$ cat config.mk
export PLATFORM = sky130hd
export DESIGN_NAME = linear_interp_resampler_unit_flat
export DESIGN_NICKNAME = d
export VERILOG_FILES = /design/src/rtl/lir_pkg.sv /design/src/rtl/lir_sample_if.sv /design/src/rtl/lir_frame_if.sv /design/src/rtl/lir_controller.sv /design/src/rtl/lir_datapath.sv /design/src/rtl/linear_interp_resampler_unit.sv /design/src/flat_wrapper.sv
export SDC_FILE = /design/constraint.sdc
export NUM_CORES = 2
export LEC_CHECK = 0
export ABC_AREA = 1
export BUFFER_PORTS_ARGS = -buffer_cell sky130_fd_sc_hd__buf_4
export CORE_MARGIN = 4
export CORE_UTILIZATION = 65
export CTS_CLUSTER_DIAMETER = 120
export DETAILED_ROUTE_END_ITERATION = 10
export PLACE_DENSITY = 0.8
export SLEW_MARGIN = 20
export SYNTH_ARGS = -nofsm -noshare
export SYNTH_HDL_FRONTEND = slang
export SYNTH_SLANG_ARGS = --single-unit
export TNS_END_PERCENT = 5
$ cat constraint.sdc
create_clock -name clk -period 19.9 [get_ports clk]
set_clock_uncertainty 0.15 [all_clocks]
set_input_delay 1.99 -clock clk [delete_from_list [all_inputs] [get_ports clk]]
set_output_delay 1.99 -clock clk [all_outputs]
set_load 0.02 [all_outputs]
$ cat src/rtl/lir_pkg.sv
// Shared types, constants and codes of the linear interpolation resampler.
`default_nettype none

package lir_pkg;

  // Defaults for the top level parameters.
  localparam int SAMPLE_WIDTH_DEF = 24;
  localparam int OUT_RATE_DEF     = 48000;
  localparam int FRAC_BITS_DEF    = 16;

  // Phase and rate widths are fixed by the register and state widths.
  localparam int PHASE_W = 18;
  localparam int ACC_W   = PHASE_W + 1;
  localparam int RATE_W  = 18;
  localparam int CHAN_W  = 4;

  localparam logic [RATE_W-1:0] RATE_MIN   = RATE_W'(8000);
  localparam logic [RATE_W-1:0] RATE_MAX   = RATE_W'(192000);
  localparam logic [RATE_W-1:0] RATE_RESET = RATE_W'(48000);

  localparam int CFG_INDEX_W = 1;
  localparam int CFG_DATA_W  = RATE_W;

  typedef enum logic [CFG_INDEX_W-1:0] {
    REG_INPUT_RATE    = 1'b0,
    REG_CHANNEL_COUNT = 1'b1
  } cfg_reg_t;

  typedef enum logic [1:0] {
    ST_IDLE,
    ST_INTERP,
    ST_TAIL
  } state_t;

  // Controller to datapath.
  typedef struct packed {
    logic               load;   // capture the accepted item's samples
    logic               mono;   // duplicate the first channel
    logic               issue;  // start one output down the pipeline
    logic               tail;   // output is a copy of the current frame
    logic               eos;    // output closes the stream
    logic [PHASE_W-1:0] phase;  // position of the output, below the output rate
  } ctl_cmd_t;

  // Datapath to controller.
  typedef struct packed {
    logic advance;  // the pipeline moves on this cycle
  } dp_status_t;

endpackage

`default_nettype wire

$ cat src/rtl/lir_sample_if.sv
// Input channel carrying one frame of two samples and the last frame mark.
`default_nettype none

interface lir_sample_if #(
  parameter int W = 24
);
  logic         valid;
  logic         ready;
  logic [W-1:0] sample_first;
  logic [W-1:0] sample_second;
  logic         last_frame;

  modport source (output valid, output sample_first, output sample_second,
                  output last_frame, input ready);
  modport sink (input valid, input sample_first, input sample_second,
                input last_frame, output ready);
endinterface

`default_nettype wire

$ cat src/rtl/lir_frame_if.sv
// Output channel carrying one stereo frame and the end of stream mark.
`default_nettype none

interface lir_frame_if #(
  parameter int W = 24
);
  logic         valid;
  logic         ready;
  logic [W-1:0] out_left;
  logic [W-1:0] out_right;
  logic         end_of_stream;

  modport source (output valid, output out_left, output out_right,
                  output end_of_stream, input ready);
  modport sink (input valid, input out_left, input out_right,
                input end_of_stream, output ready);
endinterface

`default_nettype wire

$ cat src/rtl/lir_controller.sv
// Controller: configuration registers, phase accumulator and sequencing FSM.
`default_nettype none

module lir_controller import lir_pkg::*; #(
  parameter int OUT_RATE = OUT_RATE_DEF
) (
  input  logic                   clk,
  input  logic                   rst,
  input  logic                   cfg_we,
  input  logic [CFG_INDEX_W-1:0] cfg_index,
  input  logic [CFG_DATA_W-1:0]  cfg_data,
  input  logic                   in_valid,
  input  logic                   in_last,
  output logic                   in_ready,
  input  dp_status_t             status,
  output ctl_cmd_t               cmd
);

  localparam logic [ACC_W-1:0] OUT_ACC = ACC_W'(OUT_RATE);

  state_t             state, state_next;
  logic [ACC_W-1:0]   phase, phase_next;
  logic               have_prev, have_prev_next;
  logic               last_item, last_item_next;
  logic [RATE_W-1:0]  rate;
  logic               mono;
  logic               below;
  logic [ACC_W-1:0]   stepped;

  // The rate is saturated when it is written, so the loop sees it ready to use.
  always_ff @(posedge clk) begin
    if (rst) begin
      rate <= RATE_RESET;
      mono <= 1'b0;
    end else if (cfg_we) begin
      case (cfg_reg_t'(cfg_index))
        REG_INPUT_RATE: begin
          if (cfg_data[RATE_W-1:0] < RATE_MIN) begin
            rate <= RATE_MIN;
          end else if (cfg_data[RATE_W-1:0] > RATE_MAX) begin
            rate <= RATE_MAX;
          end else begin
            rate <= cfg_data[RATE_W-1:0];
          end
        end
        REG_CHANNEL_COUNT: mono <= (cfg_data[CHAN_W-1:0] <= CHAN_W'(1));
        default: mono <= mono;
      endcase
    end
  end

  always_ff @(posedge clk) begin
    if (rst) begin
      state     <= ST_IDLE;
      phase     <= '0;
      have_prev <= 1'b0;
      last_item <= 1'b0;
    end else begin
      state     <= state_next;
      phase     <= phase_next;
      have_prev <= have_prev_next;
      last_item <= last_item_next;
    end
  end

  assign below   = phase < OUT_ACC;
  assign stepped = phase + ACC_W'(rate);

  always_comb begin
    state_next     = state;
    phase_next     = phase;
    have_prev_next = have_prev;
    last_item_next = last_item;
    in_ready       = 1'b0;
    cmd            = '0;
    cmd.mono       = mono;
    cmd.tail       = (state == ST_TAIL);
    cmd.phase      = phase[PHASE_W-1:0];
    cmd.eos        = (state == ST_TAIL) && (stepped >= OUT_ACC);
    case (state)
      ST_IDLE: begin
        in_ready = 1'b1;
        if (in_valid) begin
          cmd.load       = 1'b1;
          last_item_next = in_last;
          if (have_prev) begin
            state_next = ST_INTERP;
          end else if (in_last) begin
            state_next = ST_TAIL;
          end else begin
            have_prev_next = 1'b1;
          end
        end
      end
      ST_INTERP: begin
        if (below) begin
          if (status.advance) begin
            cmd.issue  = 1'b1;
            phase_next = stepped;
          end
        end else begin
          phase_next = phase - OUT_ACC;
          state_next = last_item ? ST_TAIL : ST_IDLE;
        end
      end
      ST_TAIL: begin
        if (below) begin
          if (status.advance) begin
            cmd.issue  = 1'b1;
            phase_next = stepped;
          end
        end else begin
          phase_next     = '0;
          have_prev_next = 1'b0;
          state_next     = ST_IDLE;
        end
      end
      default: state_next = ST_IDLE;
    endcase
  end

endmodule

`default_nettype wire

$ cat src/rtl/lir_datapath.sv
// Datapath: sample registers, weight pipeline, interpolation and output register.
`default_nettype none

module lir_datapath import lir_pkg::*; #(
  parameter int SAMPLE_WIDTH = SAMPLE_WIDTH_DEF,
  parameter int OUT_RATE     = OUT_RATE_DEF,
  parameter int FRAC_BITS    = FRAC_BITS_DEF
) (
  input  logic                    clk,
  input  logic                    rst,
  input  ctl_cmd_t                cmd,
  output dp_status_t              status,
  input  logic [SAMPLE_WIDTH-1:0] sample_first,
  input  logic [SAMPLE_WIDTH-1:0] sample_second,
  lir_frame_if.source             frames
);

  localparam int DW = SAMPLE_WIDTH + 1;
  localparam int PW = SAMPLE_WIDTH + FRAC_BITS + 2;
  // Reciprocal of the output rate; the product is exact to within one unit.
  localparam logic [63:0] RECIP = (64'd1 << (FRAC_BITS + PHASE_W)) / OUT_RATE;
  localparam int MW     = $clog2(RECIP + 64'd1);
  localparam int PROD_W = PHASE_W + MW;
  localparam int REM_W  = PHASE_W + FRAC_BITS;
  localparam logic [MW-1:0]    RECIP_M = RECIP[MW-1:0];
  localparam logic [REM_W-1:0] OUT_REM = REM_W'(OUT_RATE);

  logic                           advance;
  logic signed [SAMPLE_WIDTH-1:0] prev_a, prev_b, cur_a, cur_b;

  logic v1, v2, v3, v4, out_valid;

  logic [PROD_W-1:0]              rm1;
  logic [PHASE_W-1:0]             r1, r2;
  logic [FRAC_BITS-1:0]           q2, w3;
  logic [REM_W-1:0]               qo2, rem;
  logic                           eos1, eos2, eos3, eos4, out_eos;
  logic signed [SAMPLE_WIDTH-1:0] bl1, br1, bl2, br2, bl3, br3, bl4, br4;
  logic signed [DW-1:0]           dl1, dr1, dl2, dr2, dl3, dr3;
  logic signed [PW-1:0]           pl4, pr4;
  logic [SAMPLE_WIDTH-1:0]        out_l, out_r;

  assign advance        = !out_valid || frames.ready;
  assign status.advance = advance;

  // Accepting a frame moves the current frame into the previous slot.
  always_ff @(posedge clk) begin
    if (cmd.load) begin
      prev_a <= cur_a;
      prev_b <= cur_b;
      cur_a  <= sample_first;
      cur_b  <= cmd.mono ? sample_first : sample_second;
    end
  end

  always_ff @(posedge clk) begin
    if (rst) begin
      v1        <= 1'b0;
      v2        <= 1'b0;
      v3        <= 1'b0;
      v4        <= 1'b0;
      out_valid <= 1'b0;
    end else if (advance) begin
      v1        <= cmd.issue;
      v2        <= v1;
      v3        <= v2;
      v4        <= v3;
      out_valid <= v4;
    end
  end

  assign rem = {r2, {FRAC_BITS{1'b0}}} - qo2;

  always_ff @(posedge clk) begin
    if (advance) begin
      // Stage 1: phase times reciprocal, endpoints of the segment.
      rm1  <= PROD_W'(cmd.phase) * PROD_W'(RECIP_M);
      r1   <= cmd.phase;
      eos1 <= cmd.eos;
      if (cmd.tail) begin
        bl1 <= cur_a;
        br1 <= cur_b;
        dl1 <= '0;
        dr1 <= '0;
      end else begin
        bl1 <= prev_a;
        br1 <= prev_b;
        dl1 <= DW'(cur_a) - DW'(prev_a);
        dr1 <= DW'(cur_b) - DW'(prev_b);
      end
      // Stage 2: trial quotient back times the rate.
      q2   <= rm1[PHASE_W +: FRAC_BITS];
      qo2  <= REM_W'(rm1[PHASE_W +: FRAC_BITS]) * OUT_REM;
      r2   <= r1;
      eos2 <= eos1;
      bl2  <= bl1;
      br2  <= br1;
      dl2  <= dl1;
      dr2  <= dr1;
      // Stage 3: one correction step gives the exact floor.
      w3   <= (rem >= OUT_REM) ? q2 + FRAC_BITS'(1) : q2;
      eos3 <= eos2;
      bl3  <= bl2;
      br3  <= br2;
      dl3  <= dl2;
      dr3  <= dr2;
      // Stage 4: difference times weight.
      pl4  <= PW'(dl3) * PW'($signed({1'b0, w3}));
      pr4  <= PW'(dr3) * PW'($signed({1'b0, w3}));
      eos4 <= eos3;
      bl4  <= bl3;
      br4  <= br3;
      // Output register: base plus the floor-shifted product, wrapped.
      out_l   <= bl4 + pl4[FRAC_BITS +: SAMPLE_WIDTH];
      out_r   <= br4 + pr4[FRAC_BITS +: SAMPLE_WIDTH];
      out_eos <= eos4;
    end
  end

  assign frames.valid         = out_valid;
  assign frames.out_left      = out_l;
  assign frames.out_right     = out_r;
  assign frames.end_of_stream = out_eos;

endmodule

`default_nettype wire

$ cat src/rtl/linear_interp_resampler_unit.sv
// Top level of the linear interpolation sample rate converter.
//
//   Channel   Direction  Carries                                   Handshake
//   samples   in         sample_first, sample_second, last_frame  valid/ready
//   frames    out        out_left, out_right, end_of_stream        valid/ready
//   cfg       in         cfg_index, cfg_data                       cfg_we only
//
// An item is accepted in ST_IDLE; the first frame of a stream is only loaded there.
// A later frame moves to ST_INTERP, which issues outputs while the phase is below the output
// rate and then wraps the phase; a last frame then issues its tail copies in ST_TAIL.
// Each output reaches the frames channel through the weight pipeline and output register.
// Reset is synchronous and restores 48 kHz stereo and an empty stream state.
// An output item that is not taken freezes the pipeline and the issue; nothing is lost.
`default_nettype none

module linear_interp_resampler_unit import lir_pkg::*; #(
  parameter int SAMPLE_WIDTH = SAMPLE_WIDTH_DEF,
  parameter int OUT_RATE     = OUT_RATE_DEF,
  parameter int FRAC_BITS    = FRAC_BITS_DEF
) (
  input  logic                   clk,
  input  logic                   rst,
  input  logic                   cfg_we,
  input  logic [CFG_INDEX_W-1:0] cfg_index,
  input  logic [CFG_DATA_W-1:0]  cfg_data,
  lir_sample_if.sink             samples,
  lir_frame_if.source            frames
);

  ctl_cmd_t   cmd;
  dp_status_t status;
  logic       in_ready;

  // The controller owns the handshake of the input channel and the phase.
  lir_controller #(
    .OUT_RATE (OUT_RATE)
  ) u_ctrl (
    .clk       (clk),
    .rst       (rst),
    .cfg_we    (cfg_we),
    .cfg_index (cfg_index),
    .cfg_data  (cfg_data),
    .in_valid  (samples.valid),
    .in_last   (samples.last_frame),
    .in_ready  (in_ready),
    .status    (status),
    .cmd       (cmd)
  );

  assign samples.ready = in_ready;

  // The datapath holds the samples and produces every output item.
  lir_datapath #(
    .SAMPLE_WIDTH (SAMPLE_WIDTH),
    .OUT_RATE     (OUT_RATE),
    .FRAC_BITS    (FRAC_BITS)
  ) u_dp (
    .clk           (clk),
    .rst           (rst),
    .cmd           (cmd),
    .status        (status),
    .sample_first  (samples.sample_first),
    .sample_second (samples.sample_second),
    .frames        (frames)
  );

`ifndef NO_ASSERTIONS
  // An output is only started when the pipeline moves, or it would be lost.
  a_issue_on_advance: assert property (@(posedge clk) disable iff (rst)
    cmd.issue |-> status.advance)
    else $error("output issued while the pipeline is stalled");

  // Samples are never replaced while outputs of the held frame are issued.
  a_no_load_while_issuing: assert property (@(posedge clk) disable iff (rst)
    (samples.valid && samples.ready) |-> !cmd.issue)
    else $error("input item accepted during output issue");

  // A held output that is not taken must freeze the pipeline.
  a_stall_holds_pipeline: assert property (@(posedge clk) disable iff (rst)
    (frames.valid && !frames.ready) |-> !status.advance)
    else $error("pipeline advanced over a waiting output item");
`endif

endmodule

`default_nettype wire
$ cat src/flat_wrapper.sv
// flat-port wrapper written by rule: the top's interface ports become plain ports
module linear_interp_resampler_unit_flat import lir_pkg::*;
#(
  parameter int SAMPLE_WIDTH = SAMPLE_WIDTH_DEF,
  parameter int OUT_RATE     = OUT_RATE_DEF,
  parameter int FRAC_BITS    = FRAC_BITS_DEF
)
  (clk, rst, cfg_we, cfg_index, cfg_data, samples_valid, samples_sample_first, samples_sample_second, samples_last_frame, samples_ready, frames_valid, frames_out_left, frames_out_right, frames_end_of_stream, frames_ready);
  lir_sample_if samples_i ();
  lir_frame_if frames_i ();
  input  logic clk;
  input  logic rst;
  input  logic cfg_we;
  input  logic [CFG_INDEX_W-1:0] cfg_index;
  input  logic [CFG_DATA_W-1:0] cfg_data;
  input wire logic [$bits(samples_i.valid)-1:0] samples_valid;
  input wire logic [$bits(samples_i.sample_first)-1:0] samples_sample_first;
  input wire logic [$bits(samples_i.sample_second)-1:0] samples_sample_second;
  input wire logic [$bits(samples_i.last_frame)-1:0] samples_last_frame;
  output wire logic [$bits(samples_i.ready)-1:0] samples_ready;
  output wire logic [$bits(frames_i.valid)-1:0] frames_valid;
  output wire logic [$bits(frames_i.out_left)-1:0] frames_out_left;
  output wire logic [$bits(frames_i.out_right)-1:0] frames_out_right;
  output wire logic [$bits(frames_i.end_of_stream)-1:0] frames_end_of_stream;
  input wire logic [$bits(frames_i.ready)-1:0] frames_ready;
  assign samples_i.valid = samples_valid;
  assign samples_i.sample_first = samples_sample_first;
  assign samples_i.sample_second = samples_sample_second;
  assign samples_i.last_frame = samples_last_frame;
  assign samples_ready = samples_i.ready;
  assign frames_valid = frames_i.valid;
  assign frames_out_left = frames_i.out_left;
  assign frames_out_right = frames_i.out_right;
  assign frames_end_of_stream = frames_i.end_of_stream;
  assign frames_i.ready = frames_ready;
  linear_interp_resampler_unit #(.SAMPLE_WIDTH(SAMPLE_WIDTH), .OUT_RATE(OUT_RATE), .FRAC_BITS(FRAC_BITS)) u_core (.clk(clk), .rst(rst), .cfg_we(cfg_we), .cfg_index(cfg_index), .cfg_data(cfg_data), .samples(samples_i), .frames(frames_i));
endmodule
; After elaboration in Yosys (flattened, before gate mapping)
; Index checks and enable logic that the tools add are counted.
[classes]
mul = 4
n_bitwise = 1
n_mux = 27
eq_ne = 6
reduce_logical = 12
addsub = 8
n_lt_le_gt_ge = 6
[op_table]
columns = cell, count
row1 = $mul A25 B17 Y40, 2
row2 = $mux W24, 3
row3 = $mux W19, 3
row4 = $sub A24 B24 Y25, 2
row5 = $add A24 B24 Y24, 2
row6 = $pmux W19 S2, 1
row7 = $mux W18, 2
row8 = $ge A34 B16 Y1 const B, 1
row9 = $mul A18 B19 Y34 const B, 1
row10 = $sub A34 B32 Y34, 1
row11 = $mul A16 B9 Y25 const B, 1
row12 = $add A19 B18 Y19, 1
row13 = $ge A19 B16 Y1 const B, 1
row14 = $lt A19 B16 Y1 const B, 1
row15 = $sub A19 B16 Y19 const B, 1
row16 = $gt A18 B18 Y1 const B, 1
row17 = $lt A18 B13 Y1 const B, 1
row18 = $add A16 B1 Y16 const B, 1
row19 = $mux W16, 1
row20 = $mux W2, 6
row21 = $mux W1, 9
row22 = $ne A2 B2 Y1 const B, 3
row23 = $pmux W2 S3, 1
row24 = $reduce_and A2 Y1, 3
row25 = 14 further kinds, 15
[word_totals]
in_bits = 73
output_inout_bits = 51
ff_bits = 745
wordCells = 108

; Depth between registers and ports, before layout
[logic_depth]
depth_word = 5
depth_mapped = 30
mapped_depth_nobuf = 28

; Modules after synthesis
; Synthesis repeated with hierarchy kept, for this count alone.
[hier_totals]
cells_unflattened = 7426
hier_area_um2 = 68826.0
[by_module_without_submodules]
columns = mod, area_per_inst_um2, seq_area_each_um2, n_inst, cells_each
row1 = lir_datapath, 65257.6, 19528.7, 1, 6843
row2 = lir_controller, 3568.4, 840.8, 1, 583

; Worst setup path before layout
; No wires, ideal clock.
[synth_timing]
path_type = input-to-reg
from = input port frames_ready
to = register u_core.u_ctrl.phase[6]
required_ps = 19625
setup_ps = 125
slack_ps = 1356
arrival_time_ps = 18269
stages = 5
n_path_buf = 1
cell_sequence = nor2_1 > inv_1 > clkbuf_1 > o21ai_0 > a21oi_1
[synth_via]
elab_chain_cells = 4
elab_cells_between_ends = 5
classes_between = 4 x mux / 1 x reduce/logical
[synth_rtl]
columns = item, line_no
row1 = start: declaration, flat_wrapper.sv:25  ; input wire logic [$bits(frames_i.ready)-1:0] frames_ready;
row2 = $logic_or A1 B1 Y1 *, lir_datapath.sv:43  ; assign advance = !out_valid || frames.ready;
row3 = $mux W19 *, --
row4 = "$mux W19, on equally long branches", --
row5 = $pmux W19 S2 *, --
row6 = end signal: assignment, lir_controller.sv:60  ; phase <= phase_next;
row7 = end: declaration, lir_controller.sv:22  ; logic [ACC_W-1:0] phase, phase_next;
; Mark *: on every way between the ends. The rest lies on a longest branch, timed or not.
; A chain may end at the register's enable or synchronous reset.

; Final worst setup path
[layout_timing]
from = register u_core.u_dp.w3[2]
to = register u_core.u_dp.pr4[39] (data pin)
[layout_via]
elab_chain_cells = 1
[layout_rtl]
columns = item, line_no
row1 = start: declaration, lir_datapath.sv:35  ; logic [FRAC_BITS-1:0] q2, w3;
row2 = start signal: assignment, lir_datapath.sv:101  ; w3 <= (rem >= OUT_REM) ? q2 + FRAC_BITS'(1) : q2;
row3 = $mul A25 B17 Y40, lir_datapath.sv:109  ; pr4 <= PW'(dr3) * PW'($signed({1'b0, w3}));
row4 = end signal: assignment, lir_datapath.sv:109
row5 = end: declaration, lir_datapath.sv:40  ; logic signed [PW-1:0] pl4, pr4;
; No other way between the ends.

==> reports/qor.csv <==
stage;metric;value;unit
clock_tree;Post-CTS Setup Inserts;0;
grt;largest net degree at the start of global routing;181;
synthesis;flops & latches, synth;694;
clock_tree;root buf cell;clkbuf_16;
floorplan;Row Count;118;
synthesis;yosys warns;0;
synthesis;Post-Syn Nets;8841;
clock_tree;post-cts gate resize count;0;
detailed_routing;Detailed Routing Iterations Pass 1;6;
grt;Total GRT Usage;30.30;%
detailed_routing;Routed WL;164.8;mm
floorplan;area of the die;110000;um2
detailed_routing;post-route ant nets;0;
synthesis;Synth async-reset ratio;0;%
synthesis;Avg Cell Area, Syn;9.339;um2
sta;final hold vios;0;
sta;Slew headroom;22.20;%
synthesis;Synth Cell Area;68120;um2
clock_tree;clock-pin slew on the worst setup and hold paths;0.07;ns
detailed_routing;Via density;5.598;
clock_tree;clk_lat worst skew;0.67;ns
critical_path;Setup crit start kind;flop;
grt;vias in the first global route;50753;
placed_design;placed instance area;70130;um2
critical_path;required time of the critical path;20.17;ns
finish;Filler cells;7567;
synthesis;ys flop type;edfxtp_1;
critical_path;CP cell instances;buf_4, nand2_1, fa_1, fa_1, fa_1, inv_1, fa_1, fa_1, inv_1, fa_1, inv_1, ha_1, nand2_1, nor2_1, nand3_1, o21ai_0, nand4_1, a21boi_0, nor2_1, nand2_1, nand2_1;
critical_path;Buf+Inv Stages, Crit Path;4;
sta;RSZ-0062 raised after global routing;false;
detailed_routing;total vias in the final route;48889;
critical_path;Largest delay share family, worst path;adder cells;
sta;Worst-Margin Slew;1.157;ns
grt;first-pass GRT wire length;264.2;mm
grt;GRT overflow;0;
synthesis;Seq/Total Area, Yosys;29.90;%
floorplan;chip height;331.7;um
clock_tree;CTS Buf Count;75;
sta;fmax;141.1;MHz
job;maximum capacitance violations;0;
placed_design;hpwl dp;125.8;mm
floorplan;Initial Utilization;65.63;%
critical_path;Critical Path AT;7.35;ns
clock_tree;CTS tree;yes;
floorplan;die width;331.7;um
clock_tree;CTS sink cnt;694;
sta;Final setup viols;0;
critical_path;cell repeated most along the worst path;fa_1;
detailed_routing;DR WL/cell;18.86;um
clock_tree;# H-tree levels;3;
finish;layout cells sized above 1;4.474;%
sta;final worst path period share;35.61;%
critical_path;worst stage delay on the critical path;0.60;ns
detailed_routing;1st-iter DRT viols;4349;
outcome;status;finished, final reports clean;
finish;Total Nets Final;8840;
critical_path;CP max-delay cell;o21ai_0;
placed_design;gp weighted congestion;0.9336;
min_path;HP Class;reg2reg;
synthesis;EDFF count, synth;647;
placed_design;Port Buf Inserts;123;
grt;initial antenna violation count;6;
sta;Post-Route Setup TNS;0;ns
critical_path;type of destination of the critical path;flop;
floorplan;I/O pin count;124;
critical_path;Crit Path Max Fanout;50;
finish;cell area after layout;72630;um2
finish;Synth-to-Final Area Change;6.621;%
detailed_routing;remaining routing DRC violations;0;
clock_tree;# hold bufs at CTS;0;
sta;minimum clock period after layout;7.086;ns
sta;fin. max-slew vios;0;
synthesis;synthesized instance count;7294;
critical_path;Worst Path Class, Setup;reg2reg;
clock_tree;clk buf depth;3;
floorplan;core box area;103800;um2
synthesis;Cell variety after synth;56;
[area by class of cell]
class / count / area [um2] / area share, %
tap: 1380 / 1727 / 2.377
multi-input combinational: 4494 / 39840 / 54.86
clock buffer: 86 / 1939 / 2.670
antenna: 1 / 2.502 / 0.003445
clock inverter: 51 / 555.5 / 0.7649
inverter: 1882 / 7073 / 9.738
sequential: 694 / 20370 / 28.05
timing repair buffer: 146 / 1120 / 1.542
[cell families (layout without fill, tap and decap cells)]
family,Yosys count,in the layout,synth area share (%)
buffers and inverters,2106,2165,11.62
other,0,1,0
flip-flops,694,694,29.90
AO/OA/AOI/OAI,751,751,6.155
XOR/XNOR,196,196,2.520
multiplexers,24,24,0.3967
AND/OR/NAND/NOR,2049,2049,12.02
adder cells (fa/ha/maj),1474,1474,37.38
[metrics by stage]
step	instances	hold slack, ns	setup WS, ns	utilization (%)
after floorplan	7294	0.2503	1.356	-
after global placement	8596	0.2514	13.28	67.56
after detailed placement	8596	0.2545	13.07	67.56
after CTS	8733	0.2620	13.03	69.97
after global routing	8733	0.2635	12.59	69.97
final	8734	0.2637	12.81	69.98
[synth_stat cells, types with 2 or more instances]
master / number / area [um2]
buf_1: 4 / 15.01
a211oi_1: 5 / 37.54
nor3b_1: 2 / 15.01
and2_1: 4 / 25.02
o21ai_0: 230 / 1151
xor2_1: 121 / 1060
xnor2_1: 75 / 656.9
edfxtp_1: 647 / 19430
buf_2: 2 / 10.01
and3_1: 3 / 18.77
nor2_4: 2 / 22.52
o211a_1: 2 / 20.02
clkbuf_1: 216 / 810.8
or2_2: 7 / 43.79
nand2_1: 1517 / 5694
a21oi_1: 340 / 1702
nand2_2: 2 / 12.51
o21a_1: 30 / 225.2
o21bai_1: 24 / 180.2
dfxtp_1: 47 / 940.9
o211ai_1: 23 / 172.7
mux2_2: 24 / 270.3
nor2_2: 7 / 43.79
nor3_2: 2 / 20.02
nand4_1: 38 / 237.7
o21ai_2: 2 / 17.52
o31ai_1: 9 / 67.56
nor3_1: 39 / 195.2
inv_1: 1868 / 7012
a221oi_1: 2 / 17.52
o221ai_1: 4 / 35.03
nand3b_1: 4 / 30.03
nor2_1: 258 / 968.4
a31o_2: 3 / 26.28
ha_1: 539 / 6744
nor4_1: 15 / 93.84
a21boi_0: 13 / 97.59
inv_2: 13 / 48.80
fa_1: 935 / 18720
o21ai_1: 3 / 15.01
nand3_1: 145 / 725.7
a21o_1: 22 / 165.2
nand3_2: 2 / 20.02
a31oi_1: 32 / 200.2
[state kept, by name, summed over array words and instances, names as in the netlist, 25 cells and up]
signal,count
u_core.u_dp.dr3,25
u_core.u_dp.dl2,25
u_core.u_dp.dl1,25
u_core.u_dp.dl3,25
u_core.u_dp.dr2,25
u_core.u_dp.dr1,25
[routing by layer]
layer | part of all wire [%] | vias to the layer above | track usage [%]
met1 | 40 | 23799 | 41.13
met2 | 47 | 2263 | 49.09
li1 | - | 22326 | -
met3 | 9.3 | 493 | 5.543
met5 | 0.033 | - | 0
met4 | 4.2 | 8 | 11.74
[final timing paths]
check / slack [ns] / depth (start not counted) / end / from
max reg2reg: 12.81 / 21 / u_core.u_dp.pr4[39] / u_core.u_dp.w3[2]
max: 12.81 / 21 / u_core.u_dp.pr4[39] / u_core.u_dp.w3[2]
min: 0.26 / 0 / u_core.u_dp.dl2[7] / u_core.u_dp.dl1[7]
min reg2reg: 0.26 / 0 / u_core.u_dp.dl2[7] / u_core.u_dp.dl1[7]
[cells in the final DEF (no fill, tap or decap), types with 23 or more instances in the layout]
cell type  synthesis  final
a21oi_1          340    340
a31oi_1           32     32
buf_4              1    142
clkbuf_16          0     76
dfxtp_1           47     47
edfxtp_1         647    647
fa_1             935    935
ha_1             539    538
inv_1           1868   1865
mux2_2            24     24
nand2_1         1517   1517
nand3_1          145    145
nand4_1           38     38
nor2_1           258    258
nor3_1            39     39
o211ai_1          23     23
o21a_1            30     30
o21ai_0          230    230
o21bai_1          24     24
xnor2_1           75     75
xor2_1           121    121
Power is not shown: default switching activity piles up to over one toggle a cycle in this logic, so the estimate is an artifact.
